===== src/design/sllc_pkg.sv =====
// Package for the stop-line lap counter: beat structs, status codes and
// configuration register indexes. No dependencies.
`default_nettype none

package sllc_pkg;

  localparam int unsigned CfgIndexWidth = 3;
  localparam int unsigned CfgDataWidth  = 31;

  // Configuration register indexes
  typedef enum logic [CfgIndexWidth-1:0] {
    CFG_DIRECT_STOP_MODE = 3'd0,
    CFG_TARGET_LAPS      = 3'd1,
    CFG_PASS_GAP_FRAMES  = 3'd2,
    CFG_WARMUP_FRAMES    = 3'd3,
    CFG_STOP_DISTANCE    = 3'd4
  } cfg_idx_t;

  // Register reset values
  localparam logic [7:0]  TargetLapsReset    = 8'd1;
  localparam logic [7:0]  PassGapFramesReset = 8'd30;
  localparam logic [7:0]  WarmupFramesReset  = 8'd10;
  localparam logic [30:0] StopDistanceReset  = 31'd40000;

  localparam logic [7:0] CountMax = 8'd255;

  typedef enum logic [1:0] {
    MARK_NONE    = 2'd0,
    MARK_SEEN    = 2'd1,
    MARK_STOPPED = 2'd2
  } marker_t;

  typedef enum logic [1:0] {
    LAP_NONE   = 2'd0,
    LAP_SEEN   = 2'd1,
    LAP_FINAL  = 2'd2,
    LAP_PASSED = 2'd3
  } lap_t;

  typedef enum logic {
    MODE_FRAME = 1'b0,
    MODE_CLEAR = 1'b1
  } item_mode_t;

  typedef struct packed {
    item_mode_t         mode;
    logic               stripe_detected;
    logic signed [31:0] encoder_position;
  } in_beat_t;

  typedef struct packed {
    marker_t    marker_flag;
    lap_t       lap_state;
    logic [7:0] crossing_count;
    logic       delay_active;
    logic       beep_start;
    logic       stop_now;
    logic       clear_landmarks;
  } out_beat_t;

endpackage

`default_nettype wire


===== src/design/stop_line_lap_counter.sv =====
// Stop-line lap counter: one input register, one step of state update logic
// and a result register. Each input beat passes through the input register
// and then the result register; one beat accepted every cycle while the
// result side keeps taking beats.
// Synchronous active-high reset clears the counters, flags, start position
// and both valid bits, and restores the configuration register defaults.
// Depends on sllc_pkg.
`default_nettype none

module stop_line_lap_counter
  import sllc_pkg::*;
(
  input  wire logic                     clk,
  input  wire logic                     rst,
  input  wire logic                     in_valid,
  output logic                          in_ready,
  input  wire in_beat_t                 in_data,
  output logic                          out_valid,
  input  wire logic                     out_ready,
  output out_beat_t                     out_data,
  input  wire logic                     cfg_valid,
  output logic                          cfg_ready,
  input  wire logic [CfgIndexWidth-1:0] cfg_index,
  input  wire logic [CfgDataWidth-1:0]  cfg_data
);

  // ---------------------------------------------------------------------
  // Configuration registers. Always ready; the user must write only when idle,
  // as the block itself does not enforce it.
  logic        direct_stop_mode;
  logic [7:0]  target_laps;
  logic [7:0]  pass_gap_frames;
  logic [7:0]  warmup_frames;
  logic [30:0] stop_distance;

  assign cfg_ready = 1'b1;

  always_ff @(posedge clk) begin
    if (rst) begin
      direct_stop_mode <= 1'b0;
      target_laps      <= TargetLapsReset;
      pass_gap_frames  <= PassGapFramesReset;
      warmup_frames    <= WarmupFramesReset;
      stop_distance    <= StopDistanceReset;
    end else if (cfg_valid) begin
      unique case (cfg_idx_t'(cfg_index))
        CFG_DIRECT_STOP_MODE: direct_stop_mode <= cfg_data[0];
        CFG_TARGET_LAPS:      target_laps      <= cfg_data[7:0];
        CFG_PASS_GAP_FRAMES:  pass_gap_frames  <= cfg_data[7:0];
        CFG_WARMUP_FRAMES:    warmup_frames    <= cfg_data[7:0];
        CFG_STOP_DISTANCE:    stop_distance    <= cfg_data;
        default: ;  // unknown index: write dropped
      endcase
    end
  end

  // ---------------------------------------------------------------------
  // Input register. Moves on whenever the result register can take a beat,
  // so a new beat lands every cycle under no back-pressure.
  // ---------------------------------------------------------------------
  logic     stage_valid;
  in_beat_t stage_item;
  logic     advance;

  assign advance  = stage_valid && (!out_valid || out_ready);
  assign in_ready = !stage_valid || advance;

  always_ff @(posedge clk) begin
    if (rst) begin
      stage_valid <= 1'b0;
    end else if (in_ready) begin
      stage_valid <= in_valid;
    end
  end

  always_ff @(posedge clk) begin
    if (in_valid && in_ready) begin
      stage_item <= in_data;
    end
  end

  // ---------------------------------------------------------------------
  // Tracking state
  // ---------------------------------------------------------------------
  logic        [7:0]  frame_counter;
  logic               waiting_pass;
  logic        [7:0]  gap_counter;
  logic        [7:0]  crossings;
  lap_t               lap_phase;
  logic               delaying;
  logic signed [31:0] start_position;
  marker_t            flag_state;

  logic        [7:0]  frame_counter_next;
  logic               waiting_pass_next;
  logic        [7:0]  gap_counter_next;
  logic        [7:0]  crossings_next;
  lap_t               lap_phase_next;
  logic               delaying_next;
  logic signed [31:0] start_position_next;
  marker_t            flag_state_next;
  logic               beep;
  logic               stopped;
  logic               clr;

  // Travel since the delay began: 33-bit signed difference, then magnitude.
  logic signed [32:0] travel;
  logic        [32:0] travel_mag;

  assign travel     = {stage_item.encoder_position[31], stage_item.encoder_position}
                    - {start_position[31], start_position};
  assign travel_mag = travel[32] ? 33'(-travel) : 33'(travel);

  always_comb begin
    frame_counter_next  = frame_counter;
    waiting_pass_next   = waiting_pass;
    gap_counter_next    = gap_counter;
    crossings_next      = crossings;
    lap_phase_next      = lap_phase;
    delaying_next       = delaying;
    start_position_next = start_position;
    flag_state_next     = flag_state;
    beep                = 1'b0;
    stopped             = 1'b0;
    clr                 = 1'b0;

    if (stage_item.mode == MODE_CLEAR) begin
      // clear keeps frame count, start position and the stopped flag
      lap_phase_next    = LAP_NONE;
      gap_counter_next  = '0;
      crossings_next    = '0;
      waiting_pass_next = 1'b0;
      delaying_next     = 1'b0;
    end else begin
      // distance check first
      if (delaying && (travel_mag >= {2'b00, stop_distance})) begin
        delaying_next   = 1'b0;
        flag_state_next = MARK_STOPPED;
        stopped         = 1'b1;
      end

      if (!delaying_next && flag_state_next != MARK_STOPPED) begin
        if (frame_counter != CountMax) begin
          frame_counter_next = frame_counter + 8'd1;
        end

        if (frame_counter >= warmup_frames) begin
          if (direct_stop_mode) begin
            // direct mode: lap state and marker untouched
            if (stage_item.stripe_detected) begin
              delaying_next       = 1'b1;
              start_position_next = stage_item.encoder_position;
              beep                = 1'b1;
            end
          end else begin
            if (stage_item.stripe_detected) begin
              gap_counter_next = '0;
              if (!waiting_pass) begin
                // new crossing
                if (crossings != CountMax) begin
                  crossings_next = crossings + 8'd1;
                end
                waiting_pass_next = 1'b1;
                if ({1'b0, crossings_next} >= ({1'b0, target_laps} + 9'd1)) begin
                  delaying_next       = 1'b1;
                  start_position_next = stage_item.encoder_position;
                  beep                = 1'b1;
                  lap_phase_next      = LAP_FINAL;
                  clr                 = 1'b1;
                end else begin
                  lap_phase_next = LAP_SEEN;
                end
              end
            end else if (waiting_pass) begin
              if (gap_counter != CountMax) begin
                gap_counter_next = gap_counter + 8'd1;
              end
              if (gap_counter_next >= pass_gap_frames) begin
                // gap long enough: re-arm for the next crossing
                gap_counter_next  = '0;
                waiting_pass_next = 1'b0;
                lap_phase_next    = LAP_PASSED;
              end
            end

            // marker follows the count only while neither delaying nor stopped
            if (!delaying_next) begin
              flag_state_next = (crossings_next == '0) ? MARK_NONE : MARK_SEEN;
            end
          end
        end
      end
    end
  end

  always_ff @(posedge clk) begin
    if (rst) begin
      frame_counter  <= '0;
      waiting_pass   <= 1'b0;
      gap_counter    <= '0;
      crossings      <= '0;
      lap_phase      <= LAP_NONE;
      delaying       <= 1'b0;
      start_position <= '0;
      flag_state     <= MARK_NONE;
    end else if (advance) begin
      frame_counter  <= frame_counter_next;
      waiting_pass   <= waiting_pass_next;
      gap_counter    <= gap_counter_next;
      crossings      <= crossings_next;
      lap_phase      <= lap_phase_next;
      delaying       <= delaying_next;
      start_position <= start_position_next;
      flag_state     <= flag_state_next;
    end
  end

  // ---------------------------------------------------------------------
  // Result register
  // ---------------------------------------------------------------------
  always_ff @(posedge clk) begin
    if (rst) begin
      out_valid <= 1'b0;
    end else if (advance) begin
      out_valid <= 1'b1;
    end else if (out_ready) begin
      out_valid <= 1'b0;
    end
  end

  always_ff @(posedge clk) begin
    if (advance) begin
      out_data.marker_flag     <= flag_state_next;
      out_data.lap_state       <= lap_phase_next;
      out_data.crossing_count  <= crossings_next;
      out_data.delay_active    <= delaying_next;
      out_data.beep_start      <= beep;
      out_data.stop_now        <= stopped;
      out_data.clear_landmarks <= clr;
    end
  end

  // ---------------------------------------------------------------------
  // Assertions
  // ---------------------------------------------------------------------
  a_stop_marks_stopped: assert property (@(posedge clk) disable iff (rst)
    out_valid && out_data.stop_now |-> out_data.marker_flag == MARK_STOPPED)
    else $error("stop pulse without stopped marker");

  a_beep_not_with_stop: assert property (@(posedge clk) disable iff (rst)
    out_valid |-> !(out_data.beep_start && out_data.stop_now))
    else $error("beep and stop in one result");

  a_beep_sets_delay: assert property (@(posedge clk) disable iff (rst)
    out_valid && out_data.beep_start |-> out_data.delay_active)
    else $error("beep without delay phase");

  a_clear_on_final: assert property (@(posedge clk) disable iff (rst)
    out_valid && out_data.clear_landmarks |-> out_data.lap_state == LAP_FINAL)
    else $error("landmark clear outside final crossing");

  a_stopped_not_delaying: assert property (@(posedge clk) disable iff (rst)
    flag_state == MARK_STOPPED && stage_item.mode == MODE_FRAME && advance
      |=> !delaying)
    else $error("delay restarted after stop");

endmodule

`default_nettype wire

===== config.mk =====
export PLATFORM = sky130hd
export DESIGN_NAME = stop_line_lap_counter
export DESIGN_NICKNAME = d
export VERILOG_FILES = /design/src/design/sllc_pkg.sv /design/src/design/stop_line_lap_counter.sv
export SDC_FILE = /design/constraint.sdc
export NUM_CORES = 1
export LEC_CHECK = 0
export ABC_AREA = 1
export BUFFER_PORTS_ARGS = -buffer_cell sky130_fd_sc_hd__buf_2
export CELL_PAD_IN_SITES_DETAIL_PLACEMENT = 1
export CELL_PAD_IN_SITES_GLOBAL_PLACEMENT = 2
export CORE_MARGIN = 2
export CORE_UTILIZATION = 35
export CTS_CLUSTER_DIAMETER = 120
export DETAILED_ROUTE_END_ITERATION = 10
export PLACE_DENSITY = 0.85
export SLEW_MARGIN = 5
export SYNTH_ARGS = -nofsm -noshare
export SYNTH_HDL_FRONTEND = slang
export SYNTH_SLANG_ARGS = --single-unit

===== constraint.sdc =====
create_clock -name clk -period 5.7 [get_ports clk]
set_clock_uncertainty 0.2 [all_clocks]
set_input_delay 1.14 -clock clk [delete_from_list [all_inputs] [get_ports clk]]
set_output_delay 1.14 -clock clk [all_outputs]
set_load 0.02 [all_outputs]

======== Word-level counts from Yosys, hierarchy flattened ========
Cells that the tools add are included.
cells by class
  add/subtract/negate cells ............... 6
  magnitude comparators ................... 4
  eq/ne operators ......................... 10
  muxes and demuxes ....................... 83
  bitwise logic cells ..................... 3
  reduce and logical (&&, ||, !) cells .... 27
operators with widths
  cell                 count
  $mux 8               31
  $mux 32              5
  $ge 33x31->1         1
  $mux 33              1
  $neg 33->33          1
  $sub 32x32->33       1
  $mux 2               16
  $mux 1               30
  $add 8x1->8 const B  3
  $ne 8x8->1 const B   3
  $ge 8x8->1           2
  $reduce_and 2->1     5
  $add 8x1->9 const B  1
  $ge 8x9->1           1
  $logic_not 8->1      1
  $reduce_and 4->1     2
  $reduce_bool 2->1    4
  $reduce_and 7->1     1
  $eq 3x2->1 const B   2
  $reduce_and 5->1     1
  $logic_and 1x1->1    4
  $ne 2x2->1 const B   2
  $reduce_or 4->1      1
  $eq 3x1->1 const B   1
  other kinds (8)      13
storage, ports and cells
  flip-flop bits (word level) ............. 170
  bits of input ports ..................... 73
  output and inout port bits .............. 19
  word-level logic and storage cells ...... 158

======== Longest topological paths before layout ========
  depth after elaboration ................. 24
  gate-level depth with buffers ........... 39
  gate-level depth less buffers ........... 38

======== Worst setup path before layout ========
OpenSTA, ideal clock, no wires.
  path type ............................... reg-to-reg
  start point ............................. register stage_item[0] in the netlist's numbering
  end point ............................... register out_data[15] in the netlist's numbering, data pin
  library setup time ...................... 250 ps
  arrival ................................. 4,015 ps
  data required time ...................... 5,250 ps
  setup slack ............................. 1,234 ps
  stages on the path, launching flop included .. 39
  buffers on the path ..................... 1
  period minus slack after synthesis ...... 4,466 ps
  cells stage by stage .................... edfxtp_1 > inv_1 > ha_1 > fa_1 > inv_1 > nand3_1 > nand2_1 > nand2_1 > nand2_2 > nand2_1 > nand2_1 > nand2_1 > nand2_1 > a21oi_2 > inv_1 > nand2_1 > nand2_2 > inv_1 > [3 not listed] > inv_1 > ha_1 > a21oi_1 > o21ai_0 > o21bai_1 > a21oi_1 > o21ai_0 > nand2_1 > nand2_1 > nand3_1 > nand2_1 > nand2_1 > nor2_1 > nand2_2 > nand3_2 > nand2_1 > nand2_2 > inv_1
between the ends
  word-level cells in the longest chain between the ends .. 19
  elaborated cells between the ends (all ways) .. 24
  classes of those cells .................. add/sub: 2; order compare: 1; eq/ne: 1; mux: 17; reduce/logical: 3
ends and longest elaborated chain
  what                          line                          text
  from (decl)                   stop_line_lap_counter.sv:62   in_beat_t stage_item;
  from (signal assigned)        stop_line_lap_counter.sv:78   stage_item <= in_data;
  $sub 32x32->33 (*)            stop_line_lap_counter.sv:111  - {start_position[31], start_position};
  $neg 33->33                   stop_line_lap_counter.sv:112  assign travel_mag = travel[32] ? 33'(-travel) : 33'(travel);
  $mux 33 (*)                   stop_line_lap_counter.sv:112
  $ge 33x31->1 (*)              stop_line_lap_counter.sv:136  if (delaying && (travel_mag >= {2'b00, stop_distance})) begin
  $logic_and 1x1->1 (*)         stop_line_lap_counter.sv:136
  $mux 1                        stop_line_lap_counter.sv:136
  $mux 1                        stop_line_lap_counter.sv:127  if (stage_item.mode == MODE_CLEAR) begin
  $mux 1                        stop_line_lap_counter.sv:164  if ({1'b0, crossings_next} >= ({1'b0, target_laps} + 9'd1)) begin
  [4 not listed]                --
  $mux 1                        stop_line_lap_counter.sv:142  if (!delaying_next && flag_state_next != MARK_STOPPED) begin
  $mux 1                        stop_line_lap_counter.sv:127
  $mux 2                        stop_line_lap_counter.sv:187  if (!delaying_next) begin
  $mux 2                        stop_line_lap_counter.sv:148  if (direct_stop_mode) begin
  $mux 2                        stop_line_lap_counter.sv:147  if (frame_counter >= warmup_frames) begin
  $mux 2 (*)                    stop_line_lap_counter.sv:142
  $mux 2 (*)                    stop_line_lap_counter.sv:127
  named net flag_state_next[1]  stop_line_lap_counter.sv:101  marker_t flag_state_next;
  to (decl)                     stop_line_lap_counter.sv:20   output out_beat_t out_data,
Mark *: on every way through the listed nets, which the timed path passes. The rest lies on a longest branch. The select of a mux whose other input is x is not followed.
A chain may end at the register's enable or synchronous reset.

======== Worst setup path after layout ========
  start point ............................. register stage_item[0] in the netlist's numbering
  end point ............................... register out_data[14] in the netlist's numbering, data pin
The elaborated chain is that of the path after synthesis.

==> flow_metrics.py <==
metrics = {
    "power_and_ir_drop": {
        "ir_worst_vdd_mv": 0.2233,
        "p_leak_nw": 6.279,
        "power.density_nw_per_um2": 242.5,
    },
    "logic_synthesis": {
        "synthDistinctLibCells": 52,
        "netlist_instances": 1666,
        "ys.warnings.count": 0,
        "ys_ff_latch": 170,
        "synth-async-reset-ratio_pct": 0,
        "yosysSeqAreaShare_pct": 33.86,
        "synth_edf_count": 50,
        "synth_nets": 1832,
        "syn_area_per_cell_um2": 6.921,
        "synthFlopType": "dfxtp_1",
        "synth_area_um2": 11530,
    },
    "sta": {
        "fmax_mhz": 195.7,
        "layout_setup_ws_ps": 589.9,
        "drv_slew": 0,
        "period_needed_ps": 5110,
        "finalHoldViolCount": 0,
        "finalSetupTns_ps": 0,
        "fin_crit_sh_pct": 89.65,
        "finalSetupViolCount": 0,
        "tightest_slew_ps": 1043,
        "rsz0062_at_grt": "no",
        "slew_headroom_pct": 29.95,
    },
    "global_route": {
        "track_usage_pct": 20.76,
        "antenna_found_initial": 0,
        "grt_overflow": 0,
        "grt_pass1_wl_um": 55880,
        "grt_pass1_vias": 11160,
        "grt_max_degree": 58,
    },
    "place": {
        "port_buffers": 90,
        "dp_worst_setup_slack_ps": 438.9,
        "placed_area_um2": 12440,
        "place.gp.congestion": 0.8750,
        "dpl.hpwl_um": 27060,
        "dp.cells": 2168,
    },
    "clock_network": {
        "cts_buffer_depth": 2,
        "clk_latency_ps": 470,
        "htree_num_levels": 4,
        "cts_tree": "done",
        "ctsRootBufferMaster": "clkbuf_16",
        "path_clk_slew_ps": 80,
        "numCtsBuffers": 17,
        "clock-sinks": 170,
    },
    "floorplanning": {
        "placementRows": 66,
        "initial_utilization_pct": 35.53,
        "fp.dieArea_um2": 34410,
        "core-area_um2": 32450,
        "io_pins": 92,
        "die_h_um": 185.5,
        "die_w_um": 185.5,
    },
    "worst_hold_path": {
        "holdPathEnd": "warmup_frames[5]",
        "min_delay_path_depth": 2,
        "hold_class": "register to register",
        "min-delay-start": "warmup_frames[5]",
    },
    "setup_path": {
        "r2r_slack_ps": 590,
        "crit_path_start": "stage_item[0]",
        "endpoint_kind": "register",
        "r2r-start": "stage_item[0]",
        "path_max_fanout": 8,
        "cp-start-kind": "register",
        "worstPathArrival_ps": 5140,
        "slowest_stage": "fa_1",
        "reg2reg_to": "out_data[14]",
        "slowest_delay_ps": 410,
        "r2r_cells": 37,
        "crit_required_ps": 5730,
        "crit_type": "register to register",
        "crit_path_frequent_cell": "nand2_1",
    },
    "layout": {
        "fin_nets": 1914,
        "drive_gt1_share_pct": 10.51,
        "diodes": 0,
        "area.growth.synth_to_final_pct": 13.39,
        "fin_area_um2": 13070,
        "stdcell_count": 2203,
        "final_core_util_pct": 40.28,
    },
    "drt": {
        "wirelength_um": 34210,
        "wl_per_cell_um": 15.53,
        "wl_met3_um": 815,
        "vias": 10860,
        "drt-initial-drc-count": 508,
        "final_antenna_net_count": 0,
        "vias_per_cell": 4.929,
        "met2_length_um": 17350,
        "dr.pass1.iters": 5,
        "met1_length_um": 15410,
        "highest_layer": "met4",
        "drc": 0,
    },
    "run": {
        "drv_cap": 0,
    },
    "outcome": {
        "outcome": "complete, no violations",
    },
}
[through the flow]
step / hold slack (ps) / total power (W)
floorplan: 235.3 / 0.001802
global placement: 248.9 / 0.001986
detailed placement: 257.6 / 0.002008
CTS: 269.7 / 0.003218
global route: 291.6 / 0.003360
finish: 262.8 / 0.003171
[placed cells by master, fill, tap and decap left out, types with 15 or more instances in the layout]
| master | instances |
|---|---|
| a21oi_1 | 119 |
| buf_2 | 90 |
| clkbuf_16 | 17 |
| dfxtp_1 | 120 |
| edfxtp_1 | 50 |
| ha_1 | 92 |
| inv_1 | 317 |
| nand2_1 | 346 |
| nand2_2 | 15 |
| nand3_1 | 65 |
| nand4_1 | 25 |
| nor2_1 | 149 |
| nor3_1 | 50 |
| o21ai_0 | 111 |
| o21ai_1 | 15 |
| xor2_1 | 32 |
[state kept, by name, indices dropped and copies added, names as in the netlist, 16 cells and up]
name / flops
out_data: 16
stage_item: 34
start_position: 32
stop_distance: 31
[worst max-delay path by stage]
stage | end | depth (start not counted)
global placement | out_data[15] | 37
floorplan | out_data[15] | 38
global route | out_data[15] | 38
CTS | out_data[15] | 36
detailed placement | out_data[15] | 36
finish | out_data[14] | 37
[worst max-delay path, delay by kind of cell, from the launching register on]
kind | cells | cell delay (ps)
buf+inv | 8 | 970
flops | 1 | 320
compound gates | 3 | 550
simple gates | 22 | 1810
xor+xnor | 1 | 130
fa+ha+maj | 3 | 900
[per-layer routing]
layer	GRT usage (%)	up-vias
met5	0	-
met4	6.794	0
met3	3.248	37
met2	38.22	136
met1	24.47	5144
li1	-	5541
[kinds of logic (layout without fill, tap and decap cells)]
logic type | after synthesis | in the layout | synth area share [%]
other | 1 | 1 | 0.03252
adder cells (fa/ha/maj) | 93 | 93 | 10.16
AO/OA/AOI/OAI | 299 | 299 | 14.14
AND/OR/NAND/NOR | 692 | 692 | 26.17
flip-flops | 170 | 170 | 33.86
buffers and inverters | 366 | 461 | 12.06
XOR/XNOR | 45 | 45 | 3.581
[synth_stat cells (all sizes together) (2+ instances only)]
master	n	area share (%)
clkinv	4	0.13
and3	3	0.16
nand4	28	1.7
nor4	5	0.27
edfxtp	50	13
nor2	161	5.6
o21a	3	0.20
xor2	33	2.7
nand3	74	3.6
o2111ai	2	0.15
o211ai	10	0.65
o21bai	3	0.20
o31ai	2	0.13
nand3b	6	0.39
nand2	363	12
o22ai	7	0.38
a21oi	121	5.3
o21ai	126	5.5
ha	92	10
o311ai	2	0.15
dfxtp	120	21
inv	324	11
a31oi	4	0.22
buf	7	0.37
nor3	50	2.2
xnor2	12	0.91
clkbuf	31	1.0
a211oi	12	0.78
[cell type report]
cell class	count	area, um^2
multi-input cells	1130	6252
inverters	328	1235
clock buffers	17	425.4
flip-flops and latches	170	3904
repair buffers	101	533.0
clock inverters	15	171.4
well taps	442	553.0
fillers	4176	19380
[timing repair]
action                                  in CTS  in global routing
gates resized for setup                      0                  4
endpoints found under the setup margin       0                  3
hold buffers                                 0                  0
hold endpoints to repair                     0                  0
setup buffers                                0                  3
[report_power, final]
part / total, W / switching [W] / internal, W
Sequential: 0.00132 / 0.0000253 / 0.00129
Clock: 0.00119 / 0.000595 / 0.000592
Combinational: 0.000668 / 0.000436 / 0.000231
Total: 0.00317 / 0.00106 / 0.00211
No activity file was read; power rests on OpenSTA's default activity.
